`src/design/sdpfa_pkg.sv`:
```
// Shared constants and types of the soft disk pair force accumulator.
// Used by the channel interfaces, the controller, the datapath and the top level.
package sdpfa_pkg;

  localparam int unsigned MAX_DISKS_DEF = 1024;

  localparam int unsigned OP_W       = 2;
  localparam int unsigned IDX_W      = 10;
  localparam int unsigned POS_W      = 32;
  localparam int unsigned RAD_W      = 31;
  localparam int unsigned FRC_W      = 48;
  localparam int unsigned CFG_IDX_W  = 2;
  localparam int unsigned CFG_DATA_W = 32;

  localparam logic [OP_W-1:0] OP_LOAD = 2'd0;
  localparam logic [OP_W-1:0] OP_PAIR = 2'd1;
  localparam logic [OP_W-1:0] OP_WALL = 2'd2;
  localparam logic [OP_W-1:0] OP_READ = 2'd3;

  localparam logic [CFG_IDX_W-1:0] CFG_SPRING  = 2'd0;
  localparam logic [CFG_IDX_W-1:0] CFG_BOX_LEN = 2'd1;
  localparam logic [CFG_IDX_W-1:0] CFG_BOX_INV = 2'd2;

  localparam logic [31:0] SPRING_RST  = 32'd65536;
  localparam logic [30:0] BOX_LEN_RST = 31'd6553600;
  localparam logic [31:0] BOX_INV_RST = 32'd42949673;

  localparam int unsigned CNT_W      = 6;
  localparam int unsigned SQRT_STEPS = 32;
  localparam int unsigned DIV_STEPS  = 64;

  typedef enum logic [4:0] {
    STEP_NONE, STEP_LATCH, STEP_LOAD, STEP_DRD_I, STEP_DCAP_A_RD_J, STEP_DCAP_B,
    STEP_DCAP_WALL, STEP_MUL_N, STEP_N, STEP_MUL_SH, STEP_SEP, STEP_SQX, STEP_SQY,
    STEP_SQD, STEP_SQRT_INIT, STEP_SQRT, STEP_MUL_NUM, STEP_DIV_INIT, STEP_DIV,
    STEP_CLAMP, STEP_TX_LO, STEP_TX_HI, STEP_TX_SUM, STEP_TY_HI, STEP_TY_SUM,
    STEP_FRD_I, STEP_FWR_I, STEP_FRD_J, STEP_FWR_J, STEP_FRD_OUT, STEP_OUT, STEP_OUTZ
  } step_e;

  typedef struct packed {
    step_e step;
  } dp_cmd_t;

  typedef struct packed {
    logic [OP_W-1:0] op;
    logic            ok_i;
    logic            ok_j;
    logic            far;
    logic            miss;
  } dp_stat_t;

endpackage

```
`src/design/sdpfa_ctrl.sv`:
```
// Sequencer for the force accumulator: walks each item through datapath steps.
// Depends on sdpfa_pkg for the step codes and the command/status structs.
module sdpfa_ctrl (
  input  logic                clk_i,
  input  logic                rst_ni,
  input  logic                item_valid_i,
  output logic                item_ready_o,
  output logic                result_valid_o,
  input  logic                result_ready_i,
  input  sdpfa_pkg::dp_stat_t stat_i,
  output sdpfa_pkg::dp_cmd_t  cmd_o
);
  import sdpfa_pkg::*;

  typedef enum logic [4:0] {
    S_IDLE, S_DISPATCH, S_LOAD, S_DRD_I, S_DCAP_A_RD_J, S_DCAP_B, S_DCAP_WALL,
    S_MUL_N, S_N, S_MUL_SH, S_SEP, S_SQX, S_SQY, S_SQD, S_SQRT_INIT, S_SQRT,
    S_MUL_NUM, S_DIV_INIT, S_DIV, S_CLAMP, S_TX_LO, S_TX_HI, S_TX_SUM, S_TY_HI,
    S_TY_SUM, S_FRD_I, S_FWR_I, S_FRD_J, S_FWR_J, S_FRD_OUT, S_OUT, S_OUTZ
  } state_e;

  state_e           state_q, state_d;
  logic [CNT_W-1:0] cnt_q, cnt_d;
  logic             out_valid_q, out_valid_d;
  logic             free;
  step_e            step;

  assign free = !out_valid_q || result_ready_i;

  always_comb begin
    state_d     = state_q;
    cnt_d       = cnt_q;
    out_valid_d = out_valid_q;
    step        = STEP_NONE;
    if (out_valid_q && result_ready_i) begin
      out_valid_d = 1'b0;
    end
    case (state_q)
      S_IDLE: begin
        if (item_valid_i) begin
          step    = STEP_LATCH;
          state_d = S_DISPATCH;
        end
      end
      S_DISPATCH: begin
        case (stat_i.op)
          OP_LOAD: state_d = stat_i.ok_i ? S_LOAD : S_IDLE;
          OP_PAIR: state_d = (stat_i.ok_i && stat_i.ok_j) ? S_DRD_I : S_IDLE;
          OP_WALL: state_d = stat_i.ok_i ? S_DRD_I : S_IDLE;
          OP_READ: state_d = stat_i.ok_i ? S_FRD_OUT : S_OUTZ;
          default: state_d = S_IDLE;
        endcase
      end
      S_LOAD: begin
        step    = STEP_LOAD;
        state_d = S_IDLE;
      end
      S_DRD_I: begin
        step    = STEP_DRD_I;
        state_d = (stat_i.op == OP_PAIR) ? S_DCAP_A_RD_J : S_DCAP_WALL;
      end
      S_DCAP_A_RD_J: begin
        step    = STEP_DCAP_A_RD_J;
        state_d = S_DCAP_B;
      end
      S_DCAP_B: begin
        step    = STEP_DCAP_B;
        state_d = S_MUL_N;
      end
      S_DCAP_WALL: begin
        step    = STEP_DCAP_WALL;
        state_d = S_MUL_N;
      end
      S_MUL_N: begin
        step    = STEP_MUL_N;
        state_d = S_N;
      end
      S_N: begin
        step    = STEP_N;
        state_d = S_MUL_SH;
      end
      S_MUL_SH: begin
        step    = STEP_MUL_SH;
        state_d = S_SEP;
      end
      S_SEP: begin
        step    = STEP_SEP;
        state_d = S_SQX;
      end
      S_SQX: begin
        // separation already beyond the radius sum on one axis: no contact
        step    = STEP_SQX;
        state_d = stat_i.far ? S_IDLE : S_SQY;
      end
      S_SQY: begin
        step    = STEP_SQY;
        state_d = S_SQD;
      end
      S_SQD: begin
        step    = STEP_SQD;
        state_d = S_SQRT_INIT;
      end
      S_SQRT_INIT: begin
        step    = STEP_SQRT_INIT;
        cnt_d   = '0;
        state_d = stat_i.miss ? S_IDLE : S_SQRT;
      end
      S_SQRT: begin
        step  = STEP_SQRT;
        cnt_d = cnt_q + 1'b1;
        if (cnt_q == CNT_W'(SQRT_STEPS - 1)) begin
          state_d = S_MUL_NUM;
        end
      end
      S_MUL_NUM: begin
        step    = STEP_MUL_NUM;
        state_d = S_DIV_INIT;
      end
      S_DIV_INIT: begin
        step    = STEP_DIV_INIT;
        cnt_d   = '0;
        state_d = S_DIV;
      end
      S_DIV: begin
        step  = STEP_DIV;
        cnt_d = cnt_q + 1'b1;
        if (cnt_q == CNT_W'(DIV_STEPS - 1)) begin
          state_d = S_CLAMP;
        end
      end
      S_CLAMP: begin
        step    = STEP_CLAMP;
        state_d = S_TX_LO;
      end
      S_TX_LO: begin
        step    = STEP_TX_LO;
        state_d = S_TX_HI;
      end
      S_TX_HI: begin
        step    = STEP_TX_HI;
        state_d = S_TX_SUM;
      end
      S_TX_SUM: begin
        step    = STEP_TX_SUM;
        state_d = S_TY_HI;
      end
      S_TY_HI: begin
        step    = STEP_TY_HI;
        state_d = S_TY_SUM;
      end
      S_TY_SUM: begin
        step    = STEP_TY_SUM;
        state_d = S_FRD_I;
      end
      S_FRD_I: begin
        step    = STEP_FRD_I;
        state_d = S_FWR_I;
      end
      S_FWR_I: begin
        step    = STEP_FWR_I;
        state_d = (stat_i.op == OP_PAIR) ? S_FRD_J : S_IDLE;
      end
      S_FRD_J: begin
        step    = STEP_FRD_J;
        state_d = S_FWR_J;
      end
      S_FWR_J: begin
        step    = STEP_FWR_J;
        state_d = S_IDLE;
      end
      S_FRD_OUT: begin
        step    = STEP_FRD_OUT;
        state_d = S_OUT;
      end
      S_OUT: begin
        if (free) begin
          step        = STEP_OUT;
          out_valid_d = 1'b1;
          state_d     = S_IDLE;
        end
      end
      S_OUTZ: begin
        if (free) begin
          step        = STEP_OUTZ;
          out_valid_d = 1'b1;
          state_d     = S_IDLE;
        end
      end
      default: state_d = S_IDLE;
    endcase
  end

  always_ff @(posedge clk_i or negedge rst_ni) begin
    if (!rst_ni) begin
      state_q     <= S_IDLE;
      cnt_q       <= '0;
      out_valid_q <= 1'b0;
    end else begin
      state_q     <= state_d;
      cnt_q       <= cnt_d;
      out_valid_q <= out_valid_d;
    end
  end

  assign item_ready_o   = (state_q == S_IDLE);
  assign result_valid_o = out_valid_q;
  assign cmd_o.step     = step;

endmodule

```
`config.mk`:
```
export PLATFORM = sky130hd
export DESIGN_NAME = sdpfa_ctrl
export DESIGN_NICKNAME = d
export VERILOG_FILES = /design/src/design/sdpfa_pkg.sv /design/src/design/sdpfa_ctrl.sv
export SDC_FILE = /design/constraint.sdc
export NUM_CORES = 1
export LEC_CHECK = 0
export ABC_CLOCK_PERIOD_IN_PS = 1600
export BUFFER_PORTS_ARGS = -buffer_cell sky130_fd_sc_hd__buf_4
export CAP_MARGIN = 20
export CORE_UTILIZATION = 25
export CTS_CLUSTER_DIAMETER = 80
export DETAILED_ROUTE_END_ITERATION = 16
export PLACE_DENSITY_LB_ADDON = 0.1
export SLEW_MARGIN = 25
export SYNTH_ARGS = -nofsm -noshare
export SYNTH_HDL_FRONTEND = slang
export SYNTH_SLANG_ARGS = --single-unit
```
`constraint.sdc`:
```
create_clock -name clk_i -period 1.6 [get_ports clk_i]
set_input_delay 0.32 -clock clk_i [delete_from_list [all_inputs] [get_ports clk_i]]
set_output_delay 0.32 -clock clk_i [all_outputs]
set_load 0.005 [all_outputs]
```
==> summary.md, run 1 <==
| Metric | Value |
|---|---|
| Worst-path cell chain | `or4_4 -> o31ai_2 -> buf_4` |
| Mapped Cells | `about 120` |
| Total GRT Usage | `0.149` |
| Worst reg2reg startpoint | `state_q[2]` |
| Status | `complete, but fails checks` |
| Layout cell share with drive strength beyond 1 | `0.516` |
| Finish-stage setup viols | `7` |
| R2R depth | `7` |
| Die area | `between 4000 and 5000 um^2` |
| DRT Pass-1 Iters | `4` |
| Core area | `3740 um^2` |
| Seq cells post-synth | `12` |
| Clk pin slew, worst setup/hold paths | `around 0.050 ns` |
| Routed WL | `a little under 3000 um` |
| CTS tree | `yes` |
| Final core occ | `0.465` |
| Num CTS Buffers | `3` |
| Data required time of the worst path | `between 1 and 1.5 ns` |
| Latest clock arrival within the worst-skew pair | `about 0.24 ns` |
| Multi-input logic area | `roughly 760 um^2` |
| Vias in the first global route | `between 1000 and 1500` |
| Cell Pwr Density | `384 nW/um^2` |
| CP peak stage delay | `about 0.55 ns` |
| Register Area | `between 300 and 400 um^2` |
| FF-to-FF End | `state_q[0]` |
| Leakage | `around 0.75 nW` |
| H-tree depth | `1` |
| Routed vias/inst | `approximately 4.9` |
| ANT nets after route | `0` |
| Num rows | `22` |
| Sink Count | `12` |
| RSZ-0062 raised after global routing | `true` |
| Register area share after synthesis | `0.299` |
| Clk buf depth | `2` |
| CP Class | `reg2out` |
| Synthesized area per cell | `~8 um^2` |
| Final Cycle Share | `1.17` |
| Final slew viol count | `0` |
| Yosys top cell area share | `0.299` |
| Arr. time, crit path | `~1.6 ns` |
| Post-synth top cells | `nand2_1 (15), o21ai_0 (15), dfrtp_1 (12), nor2_1 (12), a21oi_1 (7)` |
| First-pass GRT wire length | `~5000 um` |
| Mapped cell area | `about 1000 um^2` |
| Antenna diodes | `0` |
| Hold Path Class | `in2async` |
| Asr flop ratio synth | `1.00` |
| CP max FO | `4` |
| CP max-delay cell | `or4_4` |
| Iteration-0 DRC count of the detailed router | `between 50 and 60` |
| Initial core utilization | `0.268` |
| DP Wirelength | `between 2000 and 2500 um` |
| Pin count of the biggest net entering global routing | `20` |
| Post-Syn Nets | `about 140` |
| Via count | `between 1000 and 1500` |
| Netlist cell types | `41` |
| Max Freq | `about 530 MHz` |
| Min setup slack post-route | `-0.278 ns` |
| DP Worst Slack | `-0.157 ns` |
| Total power | `roughly 0.67 mW` |
| Area Growth Syn to Fin | `73.4%` |
| Root buffer cell | `clkbuf_8` |
| Fin crit period | `1.88 ns` |
| # fillers | `around 370` |
| Post-synth EDFFs | `0` |
| GP Congestion | `approximately 0.78` |
| Drt wl/cell | `12.8 um` |
| Top_reg_cell synth | `dfrtp_1` |
| Final hold slack | `0.460 ns` |
| I/O Pins | `17` |
| Chip width | `approximately 65 um` |
| Die Ht | `between 60 and 70 um` |
| Worst-margin pin slew | `~0.37 ns` |
| Nets | `roughly 200` |
| # DRC | `0` |
| Warnings, synthesis | `0` |
| Worst reg2reg setup slack | `-0.24 ns` |
| Synth top area cells | `dfrtp_1 (30%), o21ai_0 (7.5%), nand2_1 (5.6%), nor2_1 (4.5%), a21oi_1 (3.5%)` |
| Final hold violation count | `0` |
| Area leader, netlist | `dfrtp_1` |
| Max-cap violations | `0` |
| Peak supply drop | `roughly 0.22 mV` |
| Remaining global-route overflow | `0` |
| Rel. slew slack | `0.745` |
| Clk_skew | `0.00472 ns` |
| Failing checks | `negative setup slack` |
| Port buffer count | `16` |
| Initial antenna violation count | `0` |
| Startpoint types | `register` |
| Crit end category | `output pin` |
how the worst max path moves through the flow:
stage,from,to,slack [ns]
after floorplan,state_q[0],state_q[0],-0.09
after global placement,state_q[3],state_q[0],-0.17
after detailed placement,state_q[3],state_q[0],-0.16
after CTS,state_q[2],cmd_o[0],-0.30
after global routing,state_q[4],cmd_o[0],-0.34
final,state_q[4],cmd_o[0],-0.28
per-layer routing:
metal	share of wire	vias up	GRT usage
met1	0.48	531	0.192
met5	0	-	0
met3	0.044	4	0.0347
met2	0.47	29	0.253
met4	0.010	0	0.0326
li1	-	575	-
sequential cells by signal, indices dropped and copies added (netlist names):
| signal | cells |
|---|---|
| result_valid_o | 1 |
| state_q | 5 |
| cnt_q | 6 |
final cells by class:
| type | count | area share |
|---|---|---|
| multi-input cells | 99 | 0.437 |
| repair buffers | 65 | 0.313 |
| inverters | 4 | 0.00863 |
| clock buffers | 4 | 0.0316 |
| well taps | 48 | 0.0345 |
| flip-flops and latches | 12 | 0.175 |
worst max-delay path: cells and delay by family (launching register included):
kind	cells	cell delay [ns]
compound gates	1	0.19
simple gates	1	0.55
buf+inv	1	0.14
flops	1	0.44
kinds of logic (layout without fill, tap and decap cells):
logic type                 after synthesis  after routing  share of synthesized area
buffers and inverters                   13             73                     0.0686
xor gates and xnor gates                 2              2                     0.0175
adders and majority gates                1              1                     0.0125
muxes                                    2              2                     0.0249
AOI/OAI and AO/OA                       45             45                      0.312
and+or+nand+nor                         49             49                      0.266
DFF                                     12             12                      0.299
power breakdown:
part / internal, mW / switching (mW)
combinational: 0.0209 / 0.0197
clock: 0.217 / 0.107
sequential: 0.304 / 0.0000000000000000529
placed cells by master, fill, tap and decap left out, types with 2 or more instances in the layout:
cell	count
nor4b_4	2
inv_1	3
nand2_1	14
o21ai_0	11
nor2b_1	3
buf_12	2
a21oi_2	2
a211oi_1	2
a21oi_1	4
buf_6	8
buf_4	54
a21boi_1	2
a32oi_1	2
nor2_1	8
nand3_1	5
dfrtp_1	9
dfrtp_2	3
xnor2_1	2
nand2b_1	4
nor2_2	3
and3_1	2
o21ai_1	3
clkbuf_8	4
what timing repair did:
| action | CTS | global route |
|---|---|---|
| endpoints found under the hold margin | 12 | 0 |
| gates resized for setup | 22 | 19 |
| setup endpoints to repair | 16 | 16 |
| cloned | 0 | 0 |
| hold buffers | 1 | 0 |
| setup buffers | 7 | 10 |
| pin swaps | 9 | 7 |
through the flow:
step / TNS (ns) / instances / area [um^2]
2_1_floorplan: -0.0907 / 124 / 1020
3_3_place_gp: -0.853 / 211 / 1390
3_5_place_dp: -0.902 / 211 / 1390
4_1_cts: -1.35 / 222 / 1590
5_1_grt: -1.92 / 232 / 1740
6_report: -1.30 / 232 / 1740
Power figures use the tool's default switching activity.
==> inputs of run 2 (changes only) <==
Settings changed: PLACE_DENSITY set to 0.45, PLACE_DENSITY_LB_ADDON 0.1 to unset.
==> summary.md, run 2 (synthesis gave the netlist of run 1 again) <==
| Metric | Value |
|---|---|
| Status | `complete, but fails checks` |
| Failing checks | `negative setup slack` |
| DP Wirelength | `roughly 2100 um` |
| Nets | `around 190` |
| Data required time of the worst path | `approximately 1.3 ns` |
| Max Freq | `529 MHz` |
| Clk pin slew, worst setup/hold paths | `roughly 0.050 ns` |
| Antenna diodes | `0` |
| Max reg flops | `6` |
| Met1 usage | `0.216` |
| Cell Pwr Density | `between 300 and 400 nW/um^2` |
| Rel. slew slack | `0.757` |
| CP peak stage delay | `~0.57 ns` |
| Via count | `approximately 1100` |
| Area Growth Syn to Fin | `71.1%` |
| First-pass GRT wire length | `about 5200 um` |
| # fillers | `400` |
| Latest clock arrival within the worst-skew pair | `0.24 ns` |
| CP Class | `reg2out` |
| Arr. time, crit path | `roughly 1.6 ns` |
| Root buffer cell | `clkbuf_8` |
| Biggest register | `cnt_q` |
| ANT nets after route | `0` |
| Port buffer count | `16` |
| Routed vias/inst | `slightly below 5` |
| Final hold slack | `~0.45 ns` |
| Total GRT Usage | `0.162` |
| Core area | `3740 um^2` |
| Clk_skew | `approximately 0.0024 ns` |
| H-tree depth | `1` |
| Chip width | `between 60 and 70 um` |
| Sink Count | `12` |
| Leakage | `0.733 nW` |
| Worst-path cell chain | `or4_4 -> o31ai_2 -> buf_4` |
| Routed WL | `between 3000 and 4000 um` |
| CP max FO | `4` |
| Peak supply drop | `about 0.22 mV` |
| Finished Cell Area | `1720 um^2` |
| Die Ht | `65.4 um` |
| DP Area | `roughly 1400 um^2` |
| Startpoint types | `register` |
| CP max-delay cell | `or4_4` |
| Busiest grt layer | `met2` |
| Max-cap violations | `0` |
| Crit end category | `output pin` |
| Final hold violation count | `0` |
| Vias in the first global route | `about 1100` |
| Initial antenna violation count | `0` |
| GP Congestion | `~0.74` |
| Drt wl/cell | `approximately 14 um` |
| Met2 Usage GRT | `0.255` |
| Layout cell share with drive strength beyond 1 | `0.538` |
| Final slew viol count | `0` |
| Routing usage on met3 | `0.0417` |
| RSZ-0062 raised after global routing | `true` |
| Hold Path Class | `in2async` |
| Min setup slack post-route | `-0.292 ns` |
| Die area | `about 4300 um^2` |
| Num rows | `22` |
| Final Cycle Share | `1.18` |
| CTS tree | `yes` |
| Commonest non-fill, non-tap cells in the layout | `buf_4 (51), o21ai_0 (13), nand2_1 (13)` |
| Fin crit period | `roughly 1.9 ns` |
| Finish-stage setup viols | `11` |
| DRT Pass-1 Iters | `4` |
| Pin count of the biggest net entering global routing | `16` |
| Worst-margin pin slew | `0.355 ns` |
| Total power | `just under 0.7 mW` |
| I/O Pins | `17` |
| Num CTS Buffers | `3` |
| Most common cell after layout, fill and taps aside | `buf_4` |
| Iteration-0 DRC count of the detailed router | `45` |
| Remaining global-route overflow | `0` |
| Initial core utilization | `0.268` |
| Clk buf depth | `2` |
| # DRC | `0` |
## run 2: changes by cell type in the layout (fill, tap and decap cells not counted), moves of 2 or more
| cell | delta |
|---|---|
| a21boi_2 | +3 |
| buf_4 | -3 |
| a21boi_1 | -2 |
| buf_6 | +2 |
| o21ai_0 | +2 |
| o21ai_1 | -2 |
## run 2: cell type report
class	instances	area, um^2	area share
repair buffers	63	526	0.306
flip-flops and latches	12	304	0.177
well taps	48	60.1	0.0350
clock buffers	4	55.1	0.0321
inverters	4	15.0	0.00875
multi-input cells	99	757	0.441
## run 2: through the flow
stage / worst slack [ns] / utilization / setup TNS (ns) / cells
after floorplan: -0.0853 / - / -0.0907 / 124
after global placement: -0.170 / 0.364 / -0.434 / 207
after detailed placement: -0.255 / 0.364 / -0.738 / 207
after CTS: -0.281 / 0.436 / -1.52 / 227
after global routing: -0.350 / 0.459 / -2.30 / 230
final: -0.292 / 0.459 / -1.58 / 230
## run 2: what timing repair did
action,in CTS,in global routing
setup buffers,15,4
pin swaps,7,7
gates resized for setup,26,23
hold buffers,1,0
endpoints found under the hold margin,12,0
gates cloned,0,0
setup endpoints to repair,15,15
## run 2: critical path: cells and delay by family, from the launching register on
family	cells	cell delay (ns)
AOI/OAI and AO/OA	1	0.19
buffers and inverters	1	0.14
DFF	1	0.42
and+or+nand+nor	1	0.57
## run 2: final timing paths
check,startpoint,end,slack (ns),depth (start not counted)
setup / recovery,state_q[1],cmd_o[0],-0.29,3
hold / removal,rst_ni,state_q[4],0.45,2
setup reg to reg,state_q[2],state_q[0],-0.28,7
hold reg to reg,cnt_q[3],cnt_q[3],0.52,1
max in group asynchronous,rst_ni,state_q[3],0.98,2
min in group clk_i,cnt_q[3],cnt_q[3],0.52,1
## run 2: power breakdown
part           internal (mW)  total (mW)  leakage [nW]         switching [mW]
Sequential             0.304       0.304         0.144  0.0000000000000000541
Combinational         0.0207      0.0393         0.560                 0.0185
Clock                  0.217       0.331        0.0288                  0.113
## run 2: per-layer routing
metal / wire [um] / vias up
met5: 0 / -
met4: 34 / 0
met3: 98 / 4
met2: 1490 / 24
met1: 1520 / 543
li1: - / 572
